File: src/design/xce_pkg.sv
// ----------------------------------------------------------------------------
// XML escape encoder package
// Shared types, character codes and encoding functions for the encoder.
// ----------------------------------------------------------------------------
package xce_pkg;

  localparam int unsigned SEQ_MAX = 7;

  typedef logic [7:0] char_t;
  typedef logic [2:0] seq_len_t;

  typedef enum logic [1:0] {
    MODE_ATTR = 2'd0,
    MODE_BODY = 2'd1,
    MODE_ESC  = 2'd2,
    MODE_RSVD = 2'd3
  } mode_t;

  typedef struct packed {
    char_t [SEQ_MAX-1:0] chars;
    seq_len_t            len;
    logic                last;
  } job_t;

  localparam char_t CH_NUL    = 8'h00;
  localparam char_t CH_BKSP   = 8'h08;
  localparam char_t CH_TAB    = 8'h09;
  localparam char_t CH_LF     = 8'h0A;
  localparam char_t CH_VT     = 8'h0B;
  localparam char_t CH_FF     = 8'h0C;
  localparam char_t CH_CR     = 8'h0D;
  localparam char_t CH_SO     = 8'h0E;
  localparam char_t CH_US     = 8'h1F;
  localparam char_t CH_SPACE  = 8'h20;
  localparam char_t CH_QUOTE  = 8'h22;
  localparam char_t CH_HASH   = 8'h23;
  localparam char_t CH_AMP    = 8'h26;
  localparam char_t CH_APOS   = 8'h27;
  localparam char_t CH_ZERO   = 8'h30;
  localparam char_t CH_SEMI   = 8'h3B;
  localparam char_t CH_LT     = 8'h3C;
  localparam char_t CH_GT     = 8'h3E;
  localparam char_t CH_BSLASH = 8'h5C;
  localparam char_t CH_LC_A   = 8'h61;
  localparam char_t CH_LC_B   = 8'h62;
  localparam char_t CH_LC_F   = 8'h66;
  localparam char_t CH_LC_G   = 8'h67;
  localparam char_t CH_LC_L   = 8'h6C;
  localparam char_t CH_LC_M   = 8'h6D;
  localparam char_t CH_LC_N   = 8'h6E;
  localparam char_t CH_LC_O   = 8'h6F;
  localparam char_t CH_LC_P   = 8'h70;
  localparam char_t CH_LC_Q   = 8'h71;
  localparam char_t CH_LC_R   = 8'h72;
  localparam char_t CH_LC_S   = 8'h73;
  localparam char_t CH_LC_T   = 8'h74;
  localparam char_t CH_LC_U   = 8'h75;
  localparam char_t CH_DEL    = 8'h7F;

  function automatic job_t put(input job_t j, input char_t ch);
    job_t r;
    r = j;
    r.chars[r.len] = ch;
    r.len = r.len + 3'd1;
    return r;
  endfunction

  function automatic job_t put_quot(input job_t j);
    job_t r;
    r = put(j, CH_AMP);
    r = put(r, CH_LC_Q);
    r = put(r, CH_LC_U);
    r = put(r, CH_LC_O);
    r = put(r, CH_LC_T);
    r = put(r, CH_SEMI);
    return r;
  endfunction

  function automatic job_t put_squot(input job_t j);
    job_t r;
    r = put(j, CH_AMP);
    r = put(r, CH_LC_S);
    r = put(r, CH_LC_Q);
    r = put(r, CH_LC_U);
    r = put(r, CH_LC_O);
    r = put(r, CH_LC_T);
    r = put(r, CH_SEMI);
    return r;
  endfunction

  // Decimal reference with no leading zeros. Tens come from a multiply by
  // the reciprocal of ten, exact for remainders below one hundred.
  function automatic job_t put_ref(input job_t j, input char_t v);
    logic [1:0]  hund;
    char_t       rem;
    logic [15:0] prod;
    logic [3:0]  tens;
    char_t       ones;
    job_t        r;
    hund = (v >= 8'd200) ? 2'd2 : ((v >= 8'd100) ? 2'd1 : 2'd0);
    rem  = v - 8'(8'(hund) * 8'd100);
    prod = 16'(rem) * 16'd205;
    tens = prod[14:11];
    ones = rem - 8'(8'(tens) * 8'd10);
    r = put(j, CH_AMP);
    r = put(r, CH_HASH);
    if (v >= 8'd100) begin
      r = put(r, CH_ZERO + 8'(hund));
    end
    if (v >= 8'd10) begin
      r = put(r, CH_ZERO + 8'(tens));
    end
    r = put(r, CH_ZERO + ones);
    r = put(r, CH_SEMI);
    return r;
  endfunction

  function automatic logic needs_ref(input char_t c);
    return (c <= CH_BKSP) || (c == CH_VT) || (c == CH_FF) ||
           ((c >= CH_SO) && (c <= CH_US)) || (c >= CH_DEL);
  endfunction

  function automatic job_t put_encoded(input job_t j, input char_t c);
    job_t r;
    r = j;
    if (c == CH_NUL) begin
      r = put(r, CH_SPACE);
    end else if (needs_ref(c)) begin
      r = put_ref(r, c);
    end else if (c == CH_QUOTE) begin
      r = put_quot(r);
    end else if (c == CH_AMP) begin
      r = put(r, CH_AMP);
      r = put(r, CH_LC_A);
      r = put(r, CH_LC_M);
      r = put(r, CH_LC_P);
      r = put(r, CH_SEMI);
    end else if (c == CH_LT) begin
      r = put(r, CH_AMP);
      r = put(r, CH_LC_L);
      r = put(r, CH_LC_T);
      r = put(r, CH_SEMI);
    end else if (c == CH_GT) begin
      r = put(r, CH_AMP);
      r = put(r, CH_LC_G);
      r = put(r, CH_LC_T);
      r = put(r, CH_SEMI);
    end else begin
      r = put(r, c);
    end
    return r;
  endfunction

endpackage

File: src/design/xce_front.sv
// ----------------------------------------------------------------------------
// XML escape encoder front end
// Holds the mode register and the held-backslash flag, and turns each
// accepted input byte into a job listing the output bytes it produces.
// ----------------------------------------------------------------------------
module xce_front (
  input  logic           clk,
  input  logic           rst_n,
  input  logic           cfg_wr_en,
  input  logic [1:0]     cfg_wr_data,
  input  logic           in_valid,
  output logic           in_stall,
  input  logic [7:0]     in_byte,
  input  logic           in_string_end,
  input  logic           q_full,
  output logic           q_push,
  output xce_pkg::job_t  q_job
);
  import xce_pkg::*;

  mode_t mode_r;
  logic  pending_r;
  logic  pending_nxt;
  logic  accept;
  job_t  job;

  always_comb begin
    job         = '0;
    pending_nxt = pending_r;
    case (mode_r)
      MODE_ESC: begin
        if (pending_r) begin
          pending_nxt = 1'b0;
          case (in_byte)
            CH_BSLASH: job = put(job, CH_BSLASH);
            CH_QUOTE:  job = put_quot(job);
            CH_APOS:   job = put_squot(job);
            CH_LC_B:   job = put(job, CH_BKSP);
            CH_LC_F:   job = put(job, CH_FF);
            CH_LC_N:   job = put(job, CH_LF);
            CH_LC_R:   job = put(job, CH_CR);
            CH_LC_T:   job = put(job, CH_TAB);
            default:   job = put_encoded(put(job, CH_BSLASH), in_byte);
          endcase
        end else if (in_byte == CH_BSLASH) begin
          pending_nxt = 1'b1;
          if (in_string_end) begin
            job = put(job, CH_BSLASH);
          end
        end else begin
          job = put_encoded(job, in_byte);
        end
      end
      MODE_BODY: begin
        pending_nxt = 1'b0;
        if ((in_byte == CH_QUOTE) || (in_byte == CH_APOS)) begin
          job = put(job, in_byte);
        end else begin
          job = put_encoded(job, in_byte);
        end
      end
      default: begin
        pending_nxt = 1'b0;
        job = put_encoded(job, in_byte);
      end
    endcase
    if (in_string_end) begin
      pending_nxt = 1'b0;
    end
    job.last = in_string_end;
  end

  assign in_stall = q_full;
  assign accept   = in_valid && !q_full;
  assign q_push   = accept && (job.len != '0);
  assign q_job    = job;

  always_ff @(posedge clk) begin
    if (!rst_n) begin
      mode_r    <= MODE_ATTR;
      pending_r <= 1'b0;
    end else begin
      if (cfg_wr_en) begin
        mode_r <= mode_t'(cfg_wr_data);
      end
      if (accept) begin
        pending_r <= pending_nxt;
      end
    end
  end

endmodule

File: src/design/xce_queue.sv
// ----------------------------------------------------------------------------
// XML escape encoder job queue
// A short first-in first-out queue of jobs between front and back end.
// ----------------------------------------------------------------------------
module xce_queue #(
  parameter int unsigned DEPTH = 2
) (
  input  logic           clk,
  input  logic           rst_n,
  input  logic           push,
  input  xce_pkg::job_t  push_job,
  input  logic           pop,
  output logic           full,
  output logic           empty,
  output xce_pkg::job_t  head
);
  import xce_pkg::*;

  localparam int unsigned PTR_W = (DEPTH > 1) ? $clog2(DEPTH) : 1;
  localparam int unsigned CNT_W = $clog2(DEPTH + 1);

  job_t             mem_r [DEPTH];
  logic [PTR_W-1:0] wr_ptr_r;
  logic [PTR_W-1:0] rd_ptr_r;
  logic [CNT_W-1:0] count_r;
  logic [PTR_W-1:0] wr_ptr_nxt;
  logic [PTR_W-1:0] rd_ptr_nxt;

  assign wr_ptr_nxt = (wr_ptr_r == PTR_W'(DEPTH - 1)) ? '0 : wr_ptr_r + 1'b1;
  assign rd_ptr_nxt = (rd_ptr_r == PTR_W'(DEPTH - 1)) ? '0 : rd_ptr_r + 1'b1;

  assign full  = (count_r == CNT_W'(DEPTH));
  assign empty = (count_r == '0);
  assign head  = mem_r[rd_ptr_r];

  always_ff @(posedge clk) begin
    if (push) begin
      mem_r[wr_ptr_r] <= push_job;
    end
  end

  always_ff @(posedge clk) begin
    if (!rst_n) begin
      wr_ptr_r <= '0;
      rd_ptr_r <= '0;
      count_r  <= '0;
    end else begin
      if (push) begin
        wr_ptr_r <= wr_ptr_nxt;
      end
      if (pop) begin
        rd_ptr_r <= rd_ptr_nxt;
      end
      if (push && !pop) begin
        count_r <= count_r + 1'b1;
      end else if (pop && !push) begin
        count_r <= count_r - 1'b1;
      end
    end
  end

endmodule

File: src/design/xce_back.sv
// ----------------------------------------------------------------------------
// XML escape encoder back end
// Takes jobs from the queue and sends their bytes out one per transfer.
// ----------------------------------------------------------------------------
module xce_back (
  input  logic           clk,
  input  logic           rst_n,
  input  logic           q_empty,
  input  xce_pkg::job_t  q_head,
  output logic           q_pop,
  output logic           out_valid,
  input  logic           out_stall,
  output logic [7:0]     out_byte,
  output logic           out_run_last,
  output logic           out_text_end
);
  import xce_pkg::*;

  logic     busy_r;
  job_t     job_r;
  seq_len_t idx_r;
  logic     fire;
  logic     at_end;
  logic     load;

  assign fire   = busy_r && !out_stall;
  assign at_end = (idx_r == (job_r.len - 3'd1));
  assign load   = !q_empty && (!busy_r || (fire && at_end));
  assign q_pop  = load;

  assign out_valid    = busy_r;
  assign out_byte     = job_r.chars[idx_r];
  assign out_run_last = at_end;
  assign out_text_end = at_end && job_r.last;

  always_ff @(posedge clk) begin
    if (load) begin
      job_r <= q_head;
    end
  end

  always_ff @(posedge clk) begin
    if (!rst_n) begin
      busy_r <= 1'b0;
      idx_r  <= '0;
    end else if (load) begin
      busy_r <= 1'b1;
      idx_r  <= '0;
    end else if (fire) begin
      if (at_end) begin
        busy_r <= 1'b0;
      end else begin
        idx_r <= idx_r + 3'd1;
      end
    end
  end

endmodule

File: src/design/xml_char_escape_encoder.sv
// ----------------------------------------------------------------------------
// XML escape encoder, top level
// Encodes an ISO 8859-1 byte stream into XML-escaped text. The output side
// sends one byte per cycle while out_stall is low. An input byte is taken
// every cycle while the job queue (QUEUE_DEPTH entries) has room; a byte
// expands to at most 7 output bytes, sent one by one, so the input rate is
// set by the total output length. A held backslash in escape mode produces
// no output until the next byte or the end of the string. The user must
// write the mode register only while the block is idle; it is not enforced.
// ----------------------------------------------------------------------------
module xml_char_escape_encoder #(
  parameter int unsigned QUEUE_DEPTH = 2
) (
  input  logic       clk,
  input  logic       rst_n,
  input  logic       cfg_wr_en,
  input  logic [1:0] cfg_wr_data,
  input  logic       in_valid,
  output logic       in_stall,
  input  logic [7:0] in_byte,
  input  logic       in_string_end,
  output logic       out_valid,
  input  logic       out_stall,
  output logic [7:0] out_byte,
  output logic       out_run_last,
  output logic       out_text_end
);
  import xce_pkg::*;

  logic q_push;
  logic q_pop;
  logic q_full;
  logic q_empty;
  job_t q_job;
  job_t q_head;

  xce_front u_front (
    .clk           (clk),
    .rst_n         (rst_n),
    .cfg_wr_en     (cfg_wr_en),
    .cfg_wr_data   (cfg_wr_data),
    .in_valid      (in_valid),
    .in_stall      (in_stall),
    .in_byte       (in_byte),
    .in_string_end (in_string_end),
    .q_full        (q_full),
    .q_push        (q_push),
    .q_job         (q_job)
  );

  xce_queue #(
    .DEPTH (QUEUE_DEPTH)
  ) u_queue (
    .clk      (clk),
    .rst_n    (rst_n),
    .push     (q_push),
    .push_job (q_job),
    .pop      (q_pop),
    .full     (q_full),
    .empty    (q_empty),
    .head     (q_head)
  );

  xce_back u_back (
    .clk          (clk),
    .rst_n        (rst_n),
    .q_empty      (q_empty),
    .q_head       (q_head),
    .q_pop        (q_pop),
    .out_valid    (out_valid),
    .out_stall    (out_stall),
    .out_byte     (out_byte),
    .out_run_last (out_run_last),
    .out_text_end (out_text_end)
  );

`ifndef NO_ASSERTIONS
  a_no_overflow: assert property (@(posedge clk) disable iff (!rst_n)
    !(q_push && q_full))
    else $error("Job pushed into a full queue.");

  a_job_nonempty: assert property (@(posedge clk) disable iff (!rst_n)
    q_push |-> (q_job.len != '0))
    else $error("Queued job carries no output bytes.");

  a_text_end_last: assert property (@(posedge clk) disable iff (!rst_n)
    (out_valid && out_text_end) |-> out_run_last)
    else $error("End of text flagged before the last byte of its run.");

  a_reset_idle: assert property (@(posedge clk)
    !rst_n |=> !out_valid)
    else $error("Output valid right after reset.");
`endif

endmodule
File: config.mk
export PLATFORM = sky130hd
export DESIGN_NAME = xml_char_escape_encoder
export DESIGN_NICKNAME = d
export VERILOG_FILES = /design/src/design/xce_pkg.sv /design/src/design/xce_front.sv /design/src/design/xce_queue.sv /design/src/design/xce_back.sv /design/src/design/xml_char_escape_encoder.sv
export SDC_FILE = /design/constraint.sdc
export NUM_CORES = 1
export LEC_CHECK = 0
export BUFFER_PORTS_ARGS = -buffer_cell sky130_fd_sc_hd__buf_2
export CORE_MARGIN = 2
export CORE_UTILIZATION = 45
export DETAILED_ROUTE_END_ITERATION = 8
export MAX_ROUTING_LAYER = met4
export PLACE_DENSITY = 0.71
export SLEW_MARGIN = 10
export SYNTH_ARGS = -nofsm -noshare
export SYNTH_HDL_FRONTEND = slang
export SYNTH_HIERARCHICAL = 1
export SYNTH_SLANG_ARGS = --single-unit
File: constraint.sdc
create_clock -name clk -period 9.4 [get_ports clk]
set_input_delay 1.41 -clock clk [delete_from_list [all_inputs] [get_ports clk]]
set_output_delay 1.41 -clock clk [all_outputs]
set_load 0.005 [all_outputs]
# Word level (Yosys, flattened, before mapping)
# Memory sizes are Yosys's and may differ from the RTL's. A register that Yosys moved wholly into a read port is not among the register bits.
# Cells that the tools add are included.
# totals
register_bits,11
mem_count,1
output_inout_bits,12
elab_cells,247
ramBits,120
input_bits,16
# classes
n_mux,106
addsub,23
n_eq_ne,17
n_mul,3
n_bitwise,14
magnitude_cmp,32
n_reduce_logical,44
# memory_table
memory,words,word_bits,read_ports,rd_clocked_by_memory_dff,wr,line_no,text
u_queue.mem_r,2,60,1,1,1,xce_queue.sv:22,job_t mem_r [DEPTH];
# ops
operator,count
2-to-1 mux 60 bit,50
case mux 60 bit (8 select lines),1
bitwise mux 56 bit,8
demux 8 bit (select 3 bit),12
bitwise OR 35 bit,4
case mux 60 bit (2 select lines),1
2-to-1 mux 8 bit,13
AND 21 bit,4
inverter 21 bit,4
less-than comparator 3 x 4 -> 1 bit (second input constant),13
equality test 8 x 7 -> 1 bit (second input constant),6
2-to-1 mux 42 bit,1
equality test 8 x 6 -> 1 bit (second input constant),5
adder 3 x 1 -> 3 bit (second input constant),13
greater-or-equal comparator 3 x 1 -> 1 bit (second input constant),12
2-to-1 mux 36 bit,1
2-to-1 mux 34 bit,1
2-to-1 mux 28 bit,1
binary-select mux 8 bit (select 3 bit),1
logical AND 1 bit,21
equality test 8 x 4 -> 1 bit (second input constant),2
greater-or-equal comparator 8 x 4 -> 1 bit (second input constant),2
greater-or-equal comparator 8 x 7 -> 1 bit (second input constant),2
subtractor 8 bit,2
29 further kinds,59

# Logic depth before layout (Yosys ltp)
# Gate-level depths: netlist of run 1.
# depth
depth_word,39
mapped_depth,39

# Modules after synthesis
# Netlist of run 1, hierarchy kept.
# by_module_without_submodules
module,instances,area_per_inst_um2,seq_area_each_um2,cells_per_inst
xce_queue,1,4548.1,3703.6,209
xce_front,1,4519.3,60.1,702
xce_back,1,2571.2,1881.8,148

# Worst setup path after synthesis of run 1
# Ideal clock, no wire load.
# synth_path
kind,input to register
start,in in_byte[2]
end,"mem u_queue/mem_r[0][11] (netlist bit), data pin"
path_buffers,2
stages,38
t_arrival_ns,9.408
slack_ns,-0.283
path_cell_list,buf_2 > clkbuf_1 > nor3_1 > o21ai_1 > nand2_1 > inv_1 > ha_1 > fa_1 > nand2b_1 > a21oi_1 > xnor2_1 > xnor2_1 > fa_1 > fa_1 > fa_1 > inv_1 > ha_1 > a21oi_1 > [2 not listed] > nor2b_1 > nor2_1 > xnor2_1 > inv_1 > ha_1 > ha_1 > ha_1 > ha_1 > inv_1 > ha_1 > nand2_1 > o21ai_0 > o21a_1 > nor2_1 > xnor3_1 > or3_1 > o221ai_2 > nor4_1
# synth_lines
item,line_no,text
start: declaration,xml_char_escape_encoder.sv:20,"input logic [7:0] in_byte,"
end: declaration,xce_queue.sv:22,

==> flow_metrics.tcl, run 1 <==
set metrics [dict create \
    status "finished clean" \
    clockBufferDepth 2 \
    crit_fanout 9 \
    end_kind "flip-flop" \
    grt_antenna_before_repair 0 \
    finalSetupViolCount 0 \
    start_util 0.461 \
    nets 1183 \
    synth_seq_cells 192 \
    ctsHoldBuffers 0 \
    ios 28 \
    fin_skew_ns 0.0119 \
    startpoint_type "input port" \
    grt_pass1_vias 8281 \
    worstSetupPathType "input port to flip-flop" \
    fin_crit_sh 0.952 \
    r2r_slack_ns 5.74 \
    synth_area_mm2 0.0116 \
    vias 8533 \
    clk_latency_ns 0.43 \
    worst_pin_slew_ns 0.993 \
    cp_slowest_cell "or4b_2" \
    diodes 0 \
    fin_crit_ns 8.95 \
    drv_slew 0 \
    ys_seq_area_frac 0.485 \
    cp_common_cell "ha_1" \
    wl_met1_mm 13.3 \
    grt_pass1_wl_mm 48.1 \
    yosys.area.top_type "edfxtp_1" \
    r2r_cells 8 \
    reg2reg_from "u_front/mode_r[0]" \
    gp_congestion 1.04 \
    max_stage_delay_ns 0.65 \
    grt_use_total 0.245 \
    clk_pin_slew_ns 0.06 \
    routedWlPerCell_um 21.9 \
    multi_input_area_mm2 0.00562 \
    drive_gt1_frac 0.193 \
    wl_met2_mm 14.6 \
    drc_errors 0 \
    tritoncts "built" \
    synth_edf_count 180 \
    drt_iter0_markers 848 \
    hold_class "flip-flop to flip-flop" \
    antenna_left 0 \
    maxSlewHeadroom 0.338 \
    netlist_instances 1059 \
    dp_hpwl_mm 23.0 \
    drt-pass1-iter-count 8 \
    grt_overflow 0 \
    hold_start "u_queue/mem_r[1][56]" \
    synth_flop_cell "edfxtp_1" \
    regArea_mm2 0.00565 \
    syn-num-nets 1153 \
    rows 58 \
    holdPathStages 1 \
    syn_avg_cell_area_um2 11.0 \
    synthTopCellsByArea "edfxtp_1, ha_1, mux2_2" \
    wl_met3_mm 2.29 \
    hold_end "u_back/job_r[56]" \
    synthArstFlopShare 0 \
    final_common_cell "edfxtp_1" \
    crit_family "adder cells" \
    die-area_mm2 0.0272 \
    mostFrequentLayoutCells "edfxtp_1, nor2_1, nand2_1, a21oi_1, o21ai_0" \
    fmax_ghz 0.112 \
    cts.sinks 192 \
    die_y_um 165 \
    n_fill_cell 2269 \
    routed_wl_mm 31.3 \
    final_util 0.510 \
    worstPathRequired_ns 9.63 \
    synth_cell_types 84 \
    hold_viol 0 \
    synth_warnings 6 \
    drv_cap 0 \
    cts_root_buf "clkbuf_16" \
    critPathBufInv 4 \
    synthToLayoutAreaGrowth_pct 10.7 \
    crit_arrival_ns 9.18 \
    yosysTopAreaCellShare 0.464 \
    numCtsBuffers 17 \
    portBuffers 27 \
    die_w_um 165 \
    coreArea_mm2 0.0253 \
    r2r-end "u_queue/mem_r[1][56]" \
    via_per_inst 5.96 \
    htreeDepth 4 \
    top_layer_used "met4" \
    grt_max_degree 63 \
]
## through the flow
step                std cells  hold WS (ns)  setup TNS [ns]  cell area (um^2)  setup WS [ns]
global placement         1398         0.487               0             12300         0.0617
detailed placement       1398         0.531           -1.60             12300         -0.121
floorplan                1059         0.466               0             11700         0.0232
finish                   1432         0.544               0             12900          0.449
CTS                      1430         0.543               0             12800          0.330
global route             1432         0.550         -0.0669             12900        -0.0257
## routing by layer
metal,up-vias,GRT usage
li1,3988,-
met1,4111,0.318
met2,355,0.382
met3,79,0.0495
met4,0,0.0945
met5,-,-
## final cells by class
| cell class | count | share of cell area |
|---|---|---|
| clock inverters | 14 | 0.00952 |
| multi-input cells | 752 | 0.437 |
| inverters | 62 | 0.0181 |
| repair buffers | 64 | 0.0321 |
| flip-flops and latches | 192 | 0.438 |
| clock buffers | 18 | 0.0333 |
| well taps | 330 | 0.0321 |
## sequential cells by signal, summed over array words and instances, names as in the netlist, named ones only
name and flops:
u_front/pending_r 1, u_queue/count_r 2, u_back/out_valid 1, u_back/idx_r 3, u_back/job_r 60, u_queue/wr_ptr_r 1, u_queue/mem_r 120, u_front/mode_r 2
u_queue/rd_ptr_r 1
## what timing repair did
item | 4_1_cts | 5_1_grt
gates resized for setup | 0 | 10
endpoints found under the setup margin | 0 | 28
hold endpoints to repair | 0 | 0
buffers inserted | 0 | 2
## synthesized netlist by cell type (all sizes together) (3+ instances only)
cell type,instances
mux4,8
ha,66
mux2i,12
xor2,14
nand4,9
and2,12
a31oi,16
nand3,23
o32ai,4
nor4,5
o2bb2ai,4
o22ai,7
a211oi,4
nand2b,10
nor3,15
mux2,62
and3,10
o211ai,4
o21a,8
buf,26
a22o,4
a21boi,3
clkbuf,27
nor2,90
a221oi,6
nand2,85
dfxtp,12
inv,62
xnor2,14
or2,6
a21oi,82
fa,12
nor2b,17
edfxtp,180
a21o,6
or3,9
o31ai,9
o21ai,76
a211o,3
## cell families (layout without fill, tap and decap cells)
kind of cell | Yosys count | after routing | synth area share
AND/OR/NAND/NOR | 299 | 299 | 0.124
AO/OA/AOI/OAI | 263 | 263 | 0.145
flip-flops | 192 | 192 | 0.485
buffers and inverters | 115 | 158 | 0.0426
multiplexers | 82 | 82 | 0.0858
adder cells (fa/ha/maj) | 78 | 78 | 0.0916
XOR/XNOR | 30 | 30 | 0.0263
## how the worst max path moves through the flow
| stage | start | end | slack (ns) | depth (start not counted) |
|---|---|---|---|---|
| after CTS | in_byte[4] | u_queue/mem_r[1][11] | 0.33 | 37 |
| after detailed placement | in_byte[4] | u_queue/mem_r[1][11] | -0.12 | 37 |
| after floorplan | in_byte[2] | u_queue/mem_r[0][11] | 0.02 | 38 |
| after global routing | in_byte[4] | u_queue/mem_r[0][26] | -0.03 | 37 |
| final | in_byte[4] | u_queue/mem_r[0][26] | 0.45 | 37 |
| after global placement | in_byte[4] | u_queue/mem_r[0][11] | 0.06 | 37 |
## worst reg2reg max path: stages, from the launching register on
cell,delay (ns)
dfxtp_1,0.36
inv_1,0.05
ha_1,0.85
nand2b_1,0.53
nor2_1,0.12
or3_4,0.42
o31a_1,0.36
and2_2,0.20
buf_4,0.36
Power of run 1 is not shown: default switching activity piles up to over one toggle a cycle in this logic, so the estimate is an artifact.
==> run 2: changes to the inputs <==
- ABC_AREA: not set -> 1
- SLEW_MARGIN: 10 -> 20
==> run 2 against run 1 <==
Effect of this change:
- sequential share of layout area fell by 1.9 points
- synthesized cell count is 22% higher
- die area rose by 7.1%
- first-iteration DRC count down 8.8%
- cell count rose by 19%
- non-clock buffer count down 25
- setup slack better by 0.099 ns
- design area up 4.7%
- critical path depth increased by 11
==> flow_metrics.tcl, run 2 <==
set metrics [dict create \
    status "finished clean" \
    drt_iter0_markers 773 \
    synthToLayoutAreaGrowth_pct 7.98 \
    syn-num-nets 1386 \
    grt_pass1_vias 9196 \
    rows 60 \
    synth_area_mm2 0.0125 \
    hold_viol 0 \
    die_w_um 171 \
    worstSetupPathType "input port to flip-flop" \
    cp_common_cell "nand2_1" \
    drt-pass1-iter-count 5 \
    yosysTopAreaCellShare 0.433 \
    clk_latency_ns 0.43 \
    clockBufferDepth 2 \
    cp_slowest_cell "fa_1" \
    mostFrequentLayoutCells "nand2_1, edfxtp_1, inv_1, nor2_1, o21ai_0" \
    synth_edf_count 180 \
    ios 28 \
    coreArea_mm2 0.0271 \
    synthTopCellsByArea "edfxtp_1, nand2_1, mux2_4" \
    dp_hpwl_mm 25.6 \
    grt_overflow 0 \
    crit_fanout 7 \
    drv_cap 0 \
    synth_warnings 6 \
    grt_use_total 0.245 \
    largest_reg_flops 120 \
    worstPathRequired_ns 9.57 \
    grt_pass1_wl_mm 51.8 \
    dpl.cell_count 1669 \
    portBuffers 27 \
    antenna_left 0 \
    vias 9285 \
    worst_pin_slew_ns 1.01 \
    cts.sinks 192 \
    numCtsBuffers 17 \
    routed_wl_mm 33.2 \
    synthArstFlopShare 0 \
    final_common_cell "nand2_1" \
    synth_cell_types 61 \
    top_register "u_queue/mem_r" \
    start_util 0.461 \
    clk_pin_slew_ns 0.07 \
    grt_antenna_before_repair 0 \
    reg.largest.list "u_queue/mem_r x120, u_back/job_r x60, u_back/idx_r x3" \
    synth_most_common_cell "nand2_1" \
    nets 1411 \
    synthTopCellsByCount "nand2_1, edfxtp_1, inv_1, nor2_1, o21ai_0" \
    via_per_inst 5.46 \
    gp_congestion 1.01 \
    netlist_instances 1292 \
    tritoncts "built" \
    rsz0062_at_grt "no" \
    hold_class "flip-flop to flip-flop" \
    maxSlewHeadroom 0.326 \
    htreeDepth 4 \
    synth_flop_cell "edfxtp_1" \
    drv_slew 0 \
    diodes 0 \
    cts_root_buf "clkbuf_16" \
    end_kind "flip-flop" \
    ys_seq_area_frac 0.452 \
    syn_avg_cell_area_um2 9.66 \
    fmax_ghz 0.113 \
    stdcell_count 1702 \
    fin_skew_ns 0.0107 \
    max_stage_delay_ns 0.54 \
    die-area_mm2 0.0291 \
    die_y_um 171 \
    synth_seq_cells 192 \
    crit_arrival_ns 9.02 \
    routedWlPerCell_um 19.5 \
    drc_errors 0 \
    grt_max_degree 53 \
    drive_gt1_frac 0.192 \
    fin_crit_sh 0.942 \
    yosys.area.top_type "edfxtp_1" \
    fin_crit_ns 8.85 \
    startpoint_type "input port" \
    finalSetupViolCount 0 \
]
-- run 2: cell count changes after synthesis, moves of 20 or more --
cell	change
mux2_2	-62
inv_1	+86
o21ai_1	+27
a21oi_1	-20
clkbuf_1	-20
mux2_4	+60
nand2_1	+175
nand3_1	+34
inv_2	+29
-- run 2: critical path, delay by kind of cell --
kind,cells,cell delay [ns]
AO/OA/AOI/OAI,6,0.84
buffers and inverters,7,0.58
adder cells (fa/ha/maj),11,3.75
XOR/XNOR,1,0.16
AND/OR/NAND/NOR,23,2.29
-- run 2: cell type report --
| cell class | count | area, um^2 |
|---|---|---|
| Clock buffer | 19 | 433 |
| Clock inverter | 13 | 130 |
| Fill cell | 2532 | 13600 |
| Inverter | 185 | 714 |
| Multi-Input combinational cell | 882 | 5860 |
| Sequential cell | 192 | 5650 |
| Tap cell | 372 | 465 |
| Timing Repair Buffer | 39 | 228 |
-- run 2: metrics by stage --
step | hold slack, ns | worst slack [ns] | area (um^2) | TNS, ns | utilization
after floorplan | 0.453 | 0.829 | 12500 | 0 | -
after global placement | 0.473 | -0.00150 | 12900 | -0.00301 | 0.475
after detailed placement | 0.478 | -0.157 | 12900 | -1.31 | 0.475
after CTS | 0.487 | 0.289 | 13400 | 0 | 0.496
after global routing | 0.511 | 0.00563 | 13500 | 0 | 0.497
final | 0.483 | 0.548 | 13500 | 0 | 0.497
-- run 2: routing by layer --
layer  wire (um)  track usage  up-vias
met5           0            -        -
met4        1510        0.115        0
met3        1430       0.0359       80
met2       16300        0.410      298
met1       14000        0.293     4464
li1            -            -     4443
-- run 2: logic make-up after synthesis --
logic type | Yosys count | synth area share
AND/OR/NAND/NOR | 513 | 0.199
AO/OA/AOI/OAI | 219 | 0.101
buffers and inverters | 218 | 0.0822
flip-flops | 192 | 0.452
adder cells (fa/ha/maj) | 78 | 0.0854
multiplexers | 60 | 0.0722
XOR/XNOR | 12 | 0.00842
-- run 2: path summary, 6_finish.rpt --
path	slack, ns	start	to	depth (start not counted)
worst max register to register	5.35	u_front/mode_r[0]	u_queue/mem_r[0][50]	12
worst max-delay path	0.55	in_byte[7]	u_queue/mem_r[1][43]	48
worst min-delay path	0.48	u_front/mode_r[0]	u_front/mode_r[0]	2
worst min register to register	0.48	u_front/mode_r[0]	u_front/mode_r[0]	2
-- run 2: what timing repair did --
item / 4_1_cts / 5_1_grt
gates resized for setup: 0 / 9
endpoints found under the setup margin: 0 / 14
hold buffers: 0 / 0
buffers inserted: 0 / 1
Power of run 2 is left out for the same reason.
==> run 3: changes to the inputs <==
- CORE_ASPECT_RATIO: not set -> 1.5
==> run 3 against run 2 <==
Effect of this change:
- global-route usage rose by 0.81 points
- sequential share of layout area barely moved
- setup slack improved by 0.087 ns
- critical path type unchanged
- cell count fell by 1.2%
- register-to-register slack got worse by 0.68 ns
- critical path depth rose by 1
- utilization fell by 0.36 points
==> flow_metrics.tcl, run 3 (synthesis gave the netlist of run 2 again) <==
set metrics [dict create \
    synthToLayoutAreaGrowth_pct 8.04 \
    fmax_ghz 0.114 \
    routedWlPerCell_um 20.8 \
    startpoint "in_byte[7]" \
    gp_congestion 1.04 \
    r2r_cells 15 \
    ios 28 \
    finalSetupViolCount 0 \
    fin_crit_ns 8.76 \
    via_per_inst 5.49 \
    status "finished clean" \
    regArea_mm2 0.00565 \
    stdcell_count 1682 \
    coreArea_mm2 0.0273 \
    end_kind "flip-flop" \
    drc_errors 0 \
    cp_slowest_cell "fa_1" \
    max_stage_delay_ns 0.54 \
    grt_overflow 0 \
    grt_pass1_wl_mm 53.7 \
    fin_crit_sh 0.932 \
    dp_hpwl_mm 28.0 \
    maxSlewHeadroom 0.309 \
    cts.sinks 192 \
    grt_pass1_vias 9418 \
    tritoncts "built" \
    cp-endpoint "u_queue/mem_r[1][51]" \
    vias 9231 \
    drive_gt1_frac 0.195 \
    reg.largest.list "u_queue/mem_r x120, u_back/job_r x60, u_back/idx_r x3" \
    worst_pin_slew_ns 1.04 \
    portBuffers 27 \
    numCtsBuffers 17 \
    drv_cap 0 \
    die_y_um 208 \
    start_util 0.457 \
    cts_root_buf "clkbuf_16" \
    placed_area_mm2 0.0129 \
    cp_common_cell "nand2_1" \
    dpl.cell_count 1648 \
    final_common_cell "nand2_1" \
    clk_latency_ns 0.43 \
    largest_reg_flops 120 \
    rsz0062_at_grt "no" \
    final_area_mm2 0.0135 \
    die_w_um 140 \
    ctsHoldBuffers 0 \
    nets 1420 \
    grt_use_total 0.253 \
    crit_family "adder cells" \
    fin_skew_ns 0.0136 \
    hold_class "flip-flop to flip-flop" \
    drt_iter0_markers 646 \
    critPathBufInv 8 \
    mostFrequentLayoutCells "nand2_1, edfxtp_1, inv_1, nor2_1, o21ai_0" \
    drv_slew 0 \
    startpoint_type "input port" \
    clockBufferDepth 2 \
    antenna_left 0 \
    n_fill_cell 2548 \
    clk_pin_slew_ns 0.07 \
    die-area_mm2 0.0291 \
    grt_max_degree 64 \
    final_util 0.494 \
    top_register "u_queue/mem_r" \
    path_depth 49 \
    multi_input_area_mm2 0.00583 \
    worstSetupPathType "input port to flip-flop" \
    grt_antenna_before_repair 0 \
    worstPathRequired_ns 9.57 \
    routed_wl_mm 35.0 \
    htreeDepth 4 \
    r2r_slack_ns 4.67 \
    reg2reg_from "u_front/mode_r[0]" \
    rows 74 \
    crit_arrival_ns 8.93 \
    drt-pass1-iter-count 7 \
    r2r-end "u_queue/mem_r[0][58]" \
    crit_fanout 7 \
    hold_viol 0 \
]
-- run 3: cell types whose count changed in the layout (fill, tap and decap cells not counted), sizes merged --
cell,change
buf,+10
inv,+4
clkbuf,-2
clkinv,-2
clkinvlp,-1
diode,+1
-- run 3: layer usage --
layer  share of wire  global-route usage
met5               0                   -
met1            0.35               0.248
met3           0.030              0.0232
met2            0.54               0.468
met4           0.077               0.174
-- run 3: how the worst min path moves through the flow --
stage | startpoint | to | slack (ns) | cells past startpoint
after floorplan | u_front/mode_r[0] | u_front/mode_r[0] | 0.45 | 2
after global placement | u_front/mode_r[0] | u_front/mode_r[0] | 0.47 | 2
after detailed placement | u_front/mode_r[1] | u_front/mode_r[1] | 0.48 | 2
after CTS | u_front/mode_r[1] | u_front/mode_r[1] | 0.49 | 2
after global routing | u_front/mode_r[1] | u_front/mode_r[1] | 0.51 | 2
final | u_front/mode_r[1] | u_front/mode_r[1] | 0.49 | 2
-- run 3: worst register-to-register path, cell delays in order (launching register included) --
cell and delay (ns):
dfxtp_1 0.32, inv_1 0.08, ha_1 0.35, inv_1 0.27, nor2_1 0.41, inv_1 0.13
nor2_1 0.42, o21ai_0 0.18, nand2_1 0.19, nand3_1 0.09, nand2_1 0.15, nor2_1 0.08
a21boi_1 0.38, inv_1 0.14, nor2_4 0.58, buf_4 0.58
-- run 3: metrics by stage --
step	setup TNS (ns)	worst slack [ns]	hold slack [ns]
6_report	0	0.635	0.492
5_1_grt	0	0.0693	0.512
4_1_cts	0	0.344	0.495
3_5_place_dp	-0.401	-0.0626	0.485
3_3_place_gp	0	0.0950	0.469
2_1_floorplan	0	0.829	0.453
-- run 3: what timing repair did --
| action | 4_1_cts | 5_1_grt |
|---|---|---|
| setup buffers | 0 | 1 |
| resized for setup | 0 | 1 |
| endpoints found under the setup margin | 0 | 10 |
-- run 3: layout make-up --
type | count | area share
Multi-Input combinational cell | 882 | 0.432
Sequential cell | 192 | 0.419
Inverter | 185 | 0.0530
Clock buffer | 18 | 0.0318
Tap cell | 342 | 0.0317
Timing Repair Buffer | 48 | 0.0217
Clock inverter | 14 | 0.0107
Antenna cell | 1 | 0.000186
Power of run 3 is left out for the same reason.
